$ cat src/sv/lkvc_pkg.sv
// ----------------------------------------------------------------------------
// LRU key/value cache package
// Shared constants, opcodes and the control struct that the top level
// broadcasts to every cell of the recency chain.
// ----------------------------------------------------------------------------
package lkvc_pkg;

   // Default build sizes.
   localparam int DEF_MAX_ENTRIES = 16;
   localparam int DEF_KEY_BITS    = 32;
   localparam int DEF_VALUE_BITS  = 32;

   // Capacity register layout.
   localparam int                 CAPACITY_BITS  = 5;
   localparam logic [CAPACITY_BITS-1:0] CAPACITY_RESET = 5'd16;

   // Request opcodes.
   localparam logic OP_GET = 1'b0;
   localparam logic OP_PUT = 1'b1;

   // Control broadcast to all cells for one request.
   typedef struct packed {
      logic upd;       // the request changes the chain this cycle
      logic put_miss;  // every cell takes its neighbor's entry
   } cell_ctl_type;

endpackage

$ cat src/sv/lkvc_cell.sv
// ----------------------------------------------------------------------------
// LRU key/value cache cell
// One position of the recency chain. Position 0 is the most recent entry.
// The cell compares its key with the request, passes the hit and read data
// along the chain, and takes its neighbor's entry when the chain shifts.
// ----------------------------------------------------------------------------
module lkvc_cell #(
   parameter int INDEX      = 0,
   parameter int KEY_BITS   = lkvc_pkg::DEF_KEY_BITS,
   parameter int VALUE_BITS = lkvc_pkg::DEF_VALUE_BITS,
   parameter int CNT_W      = 5
) (
   input  logic                   clock,
   input  logic                   reset,
   input  lkvc_pkg::cell_ctl_type ctl,
   input  logic [KEY_BITS-1:0]    req_key,
   input  logic [CNT_W-1:0]       new_count,
   input  logic [KEY_BITS-1:0]    prev_key,
   input  logic [VALUE_BITS-1:0]  prev_value,
   input  logic                   found_in,
   input  logic [VALUE_BITS-1:0]  rd_in,
   output logic                   found_out,
   output logic [VALUE_BITS-1:0]  rd_out,
   output logic [KEY_BITS-1:0]    key_out,
   output logic [VALUE_BITS-1:0]  value_out
);
   import lkvc_pkg::*;

   logic                  valid_ff;
   logic [KEY_BITS-1:0]   key_ff;
   logic [VALUE_BITS-1:0] value_ff;
   logic                  match;
   logic                  shift;

   // Compare against the request and extend the hit and read chains.
   always_comb begin
      match     = valid_ff && (key_ff == req_key);
      found_out = found_in | match;
      rd_out    = rd_in | (match ? value_ff : '0);
      // The cell shifts when the hit lies at or after it, or on a put miss.
      shift     = ctl.put_miss | found_out;
      key_out   = key_ff;
      value_out = value_ff;
   end

   // Valid entries are always the front of the chain, up to the new count.
   always_ff @(posedge clock) begin
      if (reset) begin
         valid_ff <= 1'b0;
      end else if (ctl.upd) begin
         valid_ff <= (new_count > CNT_W'(INDEX));
      end
   end

   // Entry payload moves one position toward the back on a shift.
   always_ff @(posedge clock) begin
      if (ctl.upd && shift) begin
         key_ff   <= prev_key;
         value_ff <= prev_value;
      end
   end

endmodule

$ cat src/sv/lru_key_value_cache.sv
// ----------------------------------------------------------------------------
// LRU key/value cache
// Fully associative key/value store with least-recently-used replacement,
// kept as a chain of cells ordered from most to least recent.
// ----------------------------------------------------------------------------
// Usage:
//   Request channel (req_*): op selects get or put, with a key and a value.
//   Response channel (rsp_*): one response per request, in order. rsp_hit
//   tells whether the key was present before the request; rsp_read_value
//   carries the stored value on a get hit and zero otherwise.
//   CSR channel (csr_*): writes the capacity, the number of entries held
//   before eviction begins. Zero acts as one; values above MAX_ENTRIES act
//   as MAX_ENTRIES. Write it only while no request is outstanding.
//   Latency: a response appears in the cycle after its request is taken.
//   Throughput: one request per cycle while responses are taken. The
//   compare, read and shift across all cells happen in the accepting cycle,
//   so the chain length sets the combinational path.
//   Reset empties the cache and sets the capacity to 16.
//   When the receiver stalls, the response register holds its response and
//   req_ready drops until the response is taken.
// ----------------------------------------------------------------------------
module lru_key_value_cache #(
   parameter int MAX_ENTRIES = lkvc_pkg::DEF_MAX_ENTRIES,
   parameter int KEY_BITS    = lkvc_pkg::DEF_KEY_BITS,
   parameter int VALUE_BITS  = lkvc_pkg::DEF_VALUE_BITS
) (
   input  logic                                 clock,
   input  logic                                 reset,
   input  logic                                 req_valid,
   output logic                                 req_ready,
   input  logic                                 req_op,
   input  logic signed [KEY_BITS-1:0]           req_key,
   input  logic signed [VALUE_BITS-1:0]         req_value,
   output logic                                 rsp_valid,
   input  logic                                 rsp_ready,
   output logic                                 rsp_hit,
   output logic signed [VALUE_BITS-1:0]         rsp_read_value,
   input  logic                                 csr_valid,
   output logic                                 csr_ready,
   input  logic [lkvc_pkg::CAPACITY_BITS-1:0]   csr_capacity
);
   import lkvc_pkg::*;

   localparam int CNT_W = $clog2(MAX_ENTRIES + 1);
   localparam int LIM_W = (CNT_W > CAPACITY_BITS) ? CNT_W : CAPACITY_BITS;

   logic [CAPACITY_BITS-1:0] capacity_ff;
   logic [CNT_W-1:0]         count_ff;
   logic [CNT_W-1:0]         count_in;
   logic                     rsp_valid_ff;
   logic                     rsp_hit_ff;
   logic [VALUE_BITS-1:0]    rsp_read_value_ff;

   logic                     req_fire;
   logic                     hit;
   logic [LIM_W-1:0]         cap_ext;
   logic [LIM_W-1:0]         limit;
   logic [LIM_W-1:0]         cnt_ext;
   logic [LIM_W-1:0]         cnt_next_ext;
   logic [VALUE_BITS-1:0]    front_value;
   cell_ctl_type             ctl;

   logic [KEY_BITS-1:0]      key_c   [MAX_ENTRIES];
   logic [VALUE_BITS-1:0]    value_c [MAX_ENTRIES];
   logic [MAX_ENTRIES:0]     found_c;
   logic [VALUE_BITS-1:0]    rd_c    [MAX_ENTRIES+1];

   // Handshakes.
   assign req_ready = !rsp_valid_ff || rsp_ready;
   assign req_fire  = req_valid && req_ready;
   assign csr_ready = 1'b1;

   // Capacity register.
   always_ff @(posedge clock) begin
      if (reset) begin
         capacity_ff <= CAPACITY_RESET;
      end else if (csr_valid) begin
         capacity_ff <= csr_capacity;
      end
   end

   // Chain ends: nothing found past the last cell.
   assign found_c[MAX_ENTRIES] = 1'b0;
   assign rd_c[MAX_ENTRIES]    = '0;
   assign hit                  = found_c[0];

   // Front entry: the request key, with the new value on a put or the
   // stored value when a get hit moves its entry to the front.
   assign front_value = (req_op == OP_PUT) ? VALUE_BITS'(req_value) : rd_c[0];

   // Effective limit and the entry count after this request.
   always_comb begin
      cap_ext = LIM_W'(capacity_ff);
      cnt_ext = LIM_W'(count_ff);
      if (cap_ext == '0) begin
         limit = LIM_W'(1);
      end else if (cap_ext > LIM_W'(MAX_ENTRIES)) begin
         limit = LIM_W'(MAX_ENTRIES);
      end else begin
         limit = cap_ext;
      end

      ctl.upd      = req_fire && ((req_op == OP_PUT) || hit);
      ctl.put_miss = (req_op == OP_PUT) && !hit;

      priority if (req_op == OP_GET) begin
         cnt_next_ext = cnt_ext;
      end else if (hit) begin
         // The old entry is dropped; evict one more only when still full.
         cnt_next_ext = ((cnt_ext - LIM_W'(1)) >= limit) ? cnt_ext - LIM_W'(1) : cnt_ext;
      end else begin
         // A new key grows the count only below the limit.
         cnt_next_ext = (cnt_ext >= limit) ? cnt_ext : cnt_ext + LIM_W'(1);
      end
      count_in = CNT_W'(cnt_next_ext);
   end

   // Entry count.
   always_ff @(posedge clock) begin
      if (reset) begin
         count_ff <= '0;
      end else if (ctl.upd) begin
         count_ff <= count_in;
      end
   end

   // Recency chain, most recent entry in cell 0.
   for (genvar i = 0; i < MAX_ENTRIES; i++) begin : g_cell
      logic [KEY_BITS-1:0]   prev_key;
      logic [VALUE_BITS-1:0] prev_value;

      if (i == 0) begin : g_front
         assign prev_key   = KEY_BITS'(req_key);
         assign prev_value = front_value;
      end else begin : g_inner
         assign prev_key   = key_c[i-1];
         assign prev_value = value_c[i-1];
      end

      lkvc_cell #(
         .INDEX      (i),
         .KEY_BITS   (KEY_BITS),
         .VALUE_BITS (VALUE_BITS),
         .CNT_W      (CNT_W)
      ) u_cell (
         .clock      (clock),
         .reset      (reset),
         .ctl        (ctl),
         .req_key    (KEY_BITS'(req_key)),
         .new_count  (count_in),
         .prev_key   (prev_key),
         .prev_value (prev_value),
         .found_in   (found_c[i+1]),
         .rd_in      (rd_c[i+1]),
         .found_out  (found_c[i]),
         .rd_out     (rd_c[i]),
         .key_out    (key_c[i]),
         .value_out  (value_c[i])
      );
   end

   // Response register.
   always_ff @(posedge clock) begin
      if (reset) begin
         rsp_valid_ff <= 1'b0;
      end else if (req_fire) begin
         rsp_valid_ff <= 1'b1;
      end else if (rsp_ready) begin
         rsp_valid_ff <= 1'b0;
      end
   end

   always_ff @(posedge clock) begin
      if (req_fire) begin
         rsp_hit_ff        <= hit;
         rsp_read_value_ff <= (req_op == OP_GET) ? rd_c[0] : '0;
      end
   end

   assign rsp_valid      = rsp_valid_ff;
   assign rsp_hit        = rsp_hit_ff;
   assign rsp_read_value = rsp_read_value_ff;

`ifndef ASSERT_OFF
   // The count never exceeds the number of built cells.
   a_count_bound: assert property (@(posedge clock) disable iff (reset)
      count_ff <= CNT_W'(MAX_ENTRIES))
      else $error("entry count above built depth");

   // A get leaves the count as it was.
   a_get_count: assert property (@(posedge clock) disable iff (reset)
      req_fire && (req_op == OP_GET) |=> $stable(count_ff))
      else $error("get changed the entry count");

   // After a put the cache holds at least one entry.
   a_put_nonempty: assert property (@(posedge clock) disable iff (reset)
      req_fire && (req_op == OP_PUT) |=> (count_ff != '0))
      else $error("cache empty after put");

   // At or above the limit the count does not grow.
   a_no_growth: assert property (@(posedge clock) disable iff (reset)
      req_fire && (cnt_ext >= limit) |=> (count_ff <= $past(count_ff)))
      else $error("entry count grew past the limit");
`endif

endmodule

$ cat config.mk
export PLATFORM = sky130hd
export DESIGN_NAME = lru_key_value_cache
export DESIGN_NICKNAME = d
export VERILOG_FILES = /design/src/sv/lkvc_pkg.sv /design/src/sv/lkvc_cell.sv /design/src/sv/lru_key_value_cache.sv
export SDC_FILE = /design/constraint.sdc
export NUM_CORES = 1
export LEC_CHECK = 0
export BUFFER_PORTS_ARGS = -buffer_cell sky130_fd_sc_hd__buf_2
export CAP_MARGIN = 20
export CORE_MARGIN = 1
export CORE_UTILIZATION = 35
export CTS_BUF_LIST = sky130_fd_sc_hd__clkbuf_2
export DETAILED_ROUTE_END_ITERATION = 10
export PLACE_DENSITY = 0.57
export SLEW_MARGIN = 25
export SYNTH_ARGS = -nofsm -noshare
export SYNTH_HDL_FRONTEND = slang
export SYNTH_HIERARCHICAL = 1
export SYNTH_SLANG_ARGS = --single-unit
$ cat constraint.sdc
create_clock -name clock -period 10.55 [get_ports clock]
set_input_delay 0 -clock clock [delete_from_list [all_inputs] [get_ports clock]]
set_output_delay 0 -clock clock [all_outputs]
set_load 0.02 [all_outputs]
==> results.md, run 1 <==
* Status: finished, final reports clean
* CTS max path bufs at 4
* Slowest cell delay on critical path at 0.68 ns
* Area contributors post-synth: edfxtp_1 (71%), a21o_1 (8.7%), xnor2_1 (5.7%)
* Syn avg cell area at 16.8 µm²
* Count of final max-slew check failures at 0
* Mapped Area at 0.0447 mm²
* Fillcell total at 11.5k
* Combinational Power Share at 10.2%
* Worst endpoint required time at 11.60 ns
* Routability cong. at 0.841
* Post-synth EDFFs at 1057
* Largest net degree at the start of global routing at 74
* Final Critical Period at 8.43 ns
* Worst setup path class: flip-flop to flip-flop
* Die height at 359 µm
* Resize count post-CTS at 0
* Total Routing Usage GR at 15.5%
* Max-Cap Viols at 0
* Most used cell, CP: or2_2
* Antenna viol nets, final at 0
* Row cnt at 130
* Starting Density at 35.4%
* Cell-internal power at 6.50 mW
* First-pass GRT wire length at 153000 µm
* Overall power at 8.81 mW
* Sw Share at 26.2%
* Pwr Density at 170 mW/mm²
* Nets at 3385
* I/O Pins at 111
* Commonest cells post-synth: edfxtp_1 (1057), a21o_1 (517), xnor2_1 (293)
* CP endpoint kind: flip-flop
* 1st-iter DRT viols at 1524
* Final setup viols at 0
* #FFs+latches synth at 1084
* Max FO, Critical Path at 35
* Clock sink total at 1084
* Port-buffer cells at 109
* Root Driver: clkbuf_2
* Top cell type's share of synthesized area at 71.1%
* CTS tree: done
* Share of cells above drive strength 1 at 20.4%
* Slew HR at 33.2%
* CP max stage cell: o31a_2
* Async SR Flop Fraction at 0%
* Lkg Pwr at 20.2 nW
* Layout area overhead at 15.9%
* Part of the Yosys area used for sequential elements at 72.3%
* CTS buffer count at 293
* WL final at 99800 µm
* Final hold vios at 0
* Vias in the first global route at 25.3k
* HP Class: input pin to flip-flop
* Post-synth top area cell: edfxtp_1
* Achievable Freq at 119 MHz
* Cell with the most instances after synthesis: edfxtp_1
* H-tree depth at 5
* Clk pin slew, worst setup/hold paths at 0.11 ns
* Clock share of power at 31.8%
* Worst-Skew Late Latency at 1.54 ns
* Drt drc at 0
* Detailed placement HPWL at 68700 µm
* WL per Instance at 19.5 µm
* Die Wd at 359 µm
* Setup TNS at 0 ns
* Worst-Margin Slew at 1.00 ns
* Yosys warns at 6
* Vias/cell at 4.71
* Ys flop type: edfxtp_1
* CP Data Arrival Time at 9.47 ns
* Die area at 0.129 mm²
* Post-Synthesis Cells at 2661
* Placeable Area at 0.126 mm²
* Period utilisation layout at 79.9%
* CP startpoint kind: flip-flop
* Yosys cell types at 65
* Initial antenna violation count at 8
* Maximum VDD drop at 101 µV
* Unrepaired setup endpoints after global routing: no
* GRT Residual Overflow at 0
* Drt first pass iters at 5
* Via count at 24.2k
* Flop pwr share at 58.0%
* Sw power at 2.31 mW
* Setup Skew at 0.167 ns
-- placed cells by master, fill, tap and decap left out, types with 21 or more instances in the layout --
master,synthesis,layout
clkinv_1,0,34
edfxtp_1,1057,1057
conb_1,2,35
buf_4,1,53
nand3_1,21,21
buf_2,5,110
clkbuf_2,0,419
nand2_1,26,26
inv_1,28,27
dlygate4sd3_1,0,206
nor3_1,21,21
dfxtp_1,27,27
nor2_1,30,30
xnor2_1,293,290
a21o_2,30,30
nor4_1,40,40
a21o_1,517,517
xor2_1,206,206
nor2b_1,42,42
nand4_1,76,76
-- stage by stage --
stage	worst slack (ns)	std cells	hold slack, ns	cell area (µm²)	utilization [%]
finish	2.12	5127	0.244	51800	41.1
global route	1.74	5125	0.0655	51800	41.1
CTS	2.05	5119	0.000577	51700	41.0
detailed placement	1.98	4444	0.239	47200	37.5
global placement	1.99	4443	0.235	47200	37.4
floorplan	2.10	2694	0.0721	44800	-
-- flip-flops by register name, summed over array words and instances, names as in the netlist --
name and cells:
rsp_valid 1, g_cell.u_cell/valid_ff 16, g_cell.u_cell/value_out 512, cnt_ext 5, cap_ext 5, g_cell.u_cell/key_out 512, rsp_hit 1, rsp_read_value 32
-- metal layers --
metal	vias up	track usage, %	routed length (µm)
met4	0	6.27	2390
met3	139	3.45	4510
li1	11592	-	-
met5	-	0	0
met2	646	23.1	44000
met1	11777	22.0	48900
-- final cells by class --
type | instances | area [µm²] | area share, %
Clock buffer | 419 | 2100 | 4.05
Timing Repair Buffer | 371 | 3060 | 5.91
Multi-Input combinational cell | 1519 | 11800 | 22.9
Inverter | 28 | 105 | 0.203
Sequential cell | 1084 | 32300 | 62.3
Clock inverter | 50 | 328 | 0.633
Tap cell | 1650 | 2060 | 3.99
Antenna cell | 6 | 15.0 | 0.0290
-- what timing repair did --
item                      4_1_cts  5_1_grt
hold buffers                  206        1
hold endpoints to repair     1090       19
buffers inserted                0        0
-- cells by family (layout without fill, tap and decap cells) --
| kind of cell | count (synthesis) | after routing | share of synthesized area, % |
|---|---|---|---|
| DFF | 1084 | 1084 | 72.3 |
| AOI/OAI and AO/OA | 640 | 640 | 10.9 |
| xor gates and xnor gates | 499 | 499 | 9.79 |
| and+or+nand+nor | 326 | 326 | 4.90 |
| buffers and inverters | 91 | 868 | 1.59 |
| adders and majority gates | 13 | 13 | 0.364 |
| muxes | 6 | 6 | 0.137 |
| other | 2 | 41 | 0.0168 |
-- worst paths after layout --
path	slack (ns)	endpoint	start	depth (start not counted)
min	0.24	g_cell[0].u_cell/key_out[27]	req_key[27]	3
max	2.12	g_cell[12].u_cell/key_out[30]	g_cell[15].u_cell/key_out[13]	25
min reg2reg	0.34	g_cell[11].u_cell/value_out[23]	g_cell[10].u_cell/value_out[23]	0
max reg2reg	2.12	g_cell[12].u_cell/key_out[30]	g_cell[15].u_cell/key_out[13]	25
-- power by group through the flow --
stage          Combinational (mW)  Clock [mW]  Sequential [mW]
2_1_floorplan               0.539           0             5.16
3_3_place_gp                0.816           0             5.20
3_5_place_dp                0.821           0             5.21
4_1_cts                     0.895        2.92             5.11
5_1_grt                     0.987        3.16             5.13
6_report                    0.901        2.80             5.11
-- worst max-delay path, delay by kind of cell (launching register included) --
kind | cells | cell delay [ns]
and+or+nand+nor | 20 | 5.56
buffers and inverters | 3 | 1.07
AOI/OAI and AO/OA | 1 | 0.68
DFF | 1 | 0.39
xor gates and xnor gates | 1 | 0.27
Power figures use the tool's default switching activity.
==> inputs of run 2 (changes only) <==
==> constraint.sdc (replaced) <==
create_clock -name clock -period 8.7 [get_ports clock]
set_input_delay 0 -clock clock [delete_from_list [all_inputs] [get_ports clock]]
set_output_delay 0 -clock clock [all_outputs]
set_load 0.02 [all_outputs]
==> run 2 against run 1 <==
Sequential cell count unchanged. Cell area is essentially flat. Combinational power up 25%. Sequential power increased by 21%. Cell count decreased by 0.12%. Core utilization hardly changed. Fmax up 4.3%. Global-route usage is 0.91 points lower. Worst setup slack got worse by 1.5 ns. Sequential share of layout area about the same. Clock-buffer cell count shrank 15. Critical path type unchanged. Largest cell class unchanged.
==> results.md, run 2 (synthesis results as in run 1) <==
* Final setup viols at 0
* Slew HR at 32.6%
* CP endpoint kind: flip-flop
* WL per Instance at 18.3 µm
* Worst endpoint required time at 10.01 ns
* Total Routing Usage GR at 14.6%
* Pwr Density at 202 mW/mm²
* Worst Reg-to-Reg Cells at 28
* CTS max path bufs at 4
* GRT Residual Overflow at 0
* Worst-Margin Slew at 1.00 ns
* Achievable Freq at 124 MHz
* H-tree depth at 5
* CP Data Arrival Time at 9.39 ns
* Via count at 23.7k
* Most frequent cells in the layout: edfxtp_1 (1057), a21o_1 (517), clkbuf_2 (404), xnor2_1 (291), xor2_1 (206)
* Layout area overhead at 16.0%
* CTS tree: done
* Die Wd at 359 µm
* WL final at 93700 µm
* CP startpoint kind: flip-flop
* Starting Density at 35.4%
* Setup Skew at 0.102 ns
* Status: finished, final reports clean
* Drt first pass iters at 5
* Final hold vios at 0
* Share of cells above drive strength 1 at 20.4%
* Final core occ at 41.1%
* Lkg Pwr at 20.2 nW
* Vias/cell at 4.62
* Unrepaired setup endpoints after global routing: no
* Most common cell after layout, fill and taps aside: edfxtp_1
* Antenna viol nets, final at 0
* CP max stage cell: or4b_2
* Setup TNS at 0 ns
* Port-buffer cells at 109
* Vias in the first global route at 25.0k
* Worst setup path class: flip-flop to flip-flop
* Multi-input gate area at 0.0118 mm²
* Row cnt at 130
* First-pass GRT wire length at 146000 µm
* 1st-iter DRT viols at 1254
* Hold_buf cts at 199
* Maximum VDD drop at 139 µV
* Clk pin slew, worst setup/hold paths at 0.09 ns
* Clock sink total at 1084
* CTS buffer count at 290
* Fillcell total at 11.5k
* Die area at 0.129 mm²
* Root Driver: clkbuf_2
* Die height at 359 µm
* Placeable Area at 0.126 mm²
* Slowest cell delay on critical path at 0.70 ns
* Count of final max-slew check failures at 0
* Most used cell, CP: or2_2
* Final Critical Period at 8.08 ns
* Max-Cap Viols at 0
* Register area at 0.0323 mm²
* # Post-CTS Setup Buffers at 0
* Detailed placement HPWL at 66400 µm
* I/O Pins at 111
* Initial antenna violation count at 7
* Drt drc at 0
* Period utilisation layout at 92.8%
* Routability cong. at 0.868
* Hold Path Stages at 4
* Resize count post-CTS at 0
* Worst-Skew Late Latency at 1.46 ns
* Largest net degree at the start of global routing at 66
* HP Class: input pin to flip-flop
* Nets at 3392
* Max FO, Critical Path at 14
## run 2: changes by cell type in the layout (fill, tap and decap cells not counted)
cell / previous run / this run
bufinv_16: 5 / 1
buf_4: 53 / 59
dlygate4sd3_1: 206 / 198
clkinv_2: 7 / 8
clkinv_1: 34 / 38
xnor2_1: 290 / 291
buf_16: 1 / 0
buf_12: 1 / 14
buf_2: 110 / 109
buf_6: 0 / 1
diode_2: 6 / 4
xnor2_2: 3 / 2
clkbuf_2: 419 / 404
## run 2: metrics by stage
| step | cell area (µm²) | setup WS [ns] | instances | hold WS, ns | power, mW |
|---|---|---|---|---|---|
| finish | 51800 | 0.624 | 5121 | 0.306 | 10.5 |
| global route | 51800 | 0.326 | 5121 | 0.0922 | 11.0 |
| CTS | 51800 | 0.649 | 5117 | 0.0240 | 10.6 |
| detailed placement | 47500 | 0.630 | 4463 | 0.242 | 7.33 |
| global placement | 47500 | 0.407 | 4462 | 0.232 | 7.31 |
| floorplan | 44800 | 0.254 | 2694 | 0.0721 | 6.91 |
## run 2: report_power, final
part           total [mW]  internal (mW)  leakage [nW]  switching [mW]
combinational        1.13          0.459          8.30           0.671
clock                3.18           1.26          1.80            1.92
sequential           6.17           6.03          10.1           0.147
total                10.5           7.74          20.2            2.74
## run 2: worst max-delay path, delay by kind of cell, from the launching register on
family                    cells  cell delay (ns)
DFF                           1             0.39
and+or+nand+nor              24             6.59
xor gates and xnor gates      2             0.53
AOI/OAI and AO/OA             2             0.44
## run 2: path summary, 6_finish.rpt
kind | slack (ns) | from | endpoint
max | 0.62 | g_cell[15].u_cell/key_out[24] | g_cell[0].u_cell/valid_ff
min | 0.31 | req_key[27] | g_cell[0].u_cell/key_out[27]
max reg2reg | 0.62 | g_cell[15].u_cell/key_out[24] | g_cell[0].u_cell/valid_ff
min reg2reg | 0.40 | g_cell[11].u_cell/value_out[27] | g_cell[12].u_cell/value_out[27]
## run 2: layer usage
layer  up-vias  routed length [µm]  track usage [%]
li1      11600                   -                -
met5         -                   0                0
met2       511               43800             23.3
met1     11398               43600             19.2
met3       152                4120             3.57
met4         0                2290             5.67
## run 2: layout make-up
cell class	instances	share of cell area [%]
Tap cell	1650	3.99
Inverter	28	0.203
Multi-Input combinational cell	1519	22.8
Timing Repair Buffer	381	6.30
Clock inverter	51	0.440
Antenna cell	4	0.0193
Clock buffer	404	3.90
Sequential cell	1084	62.3
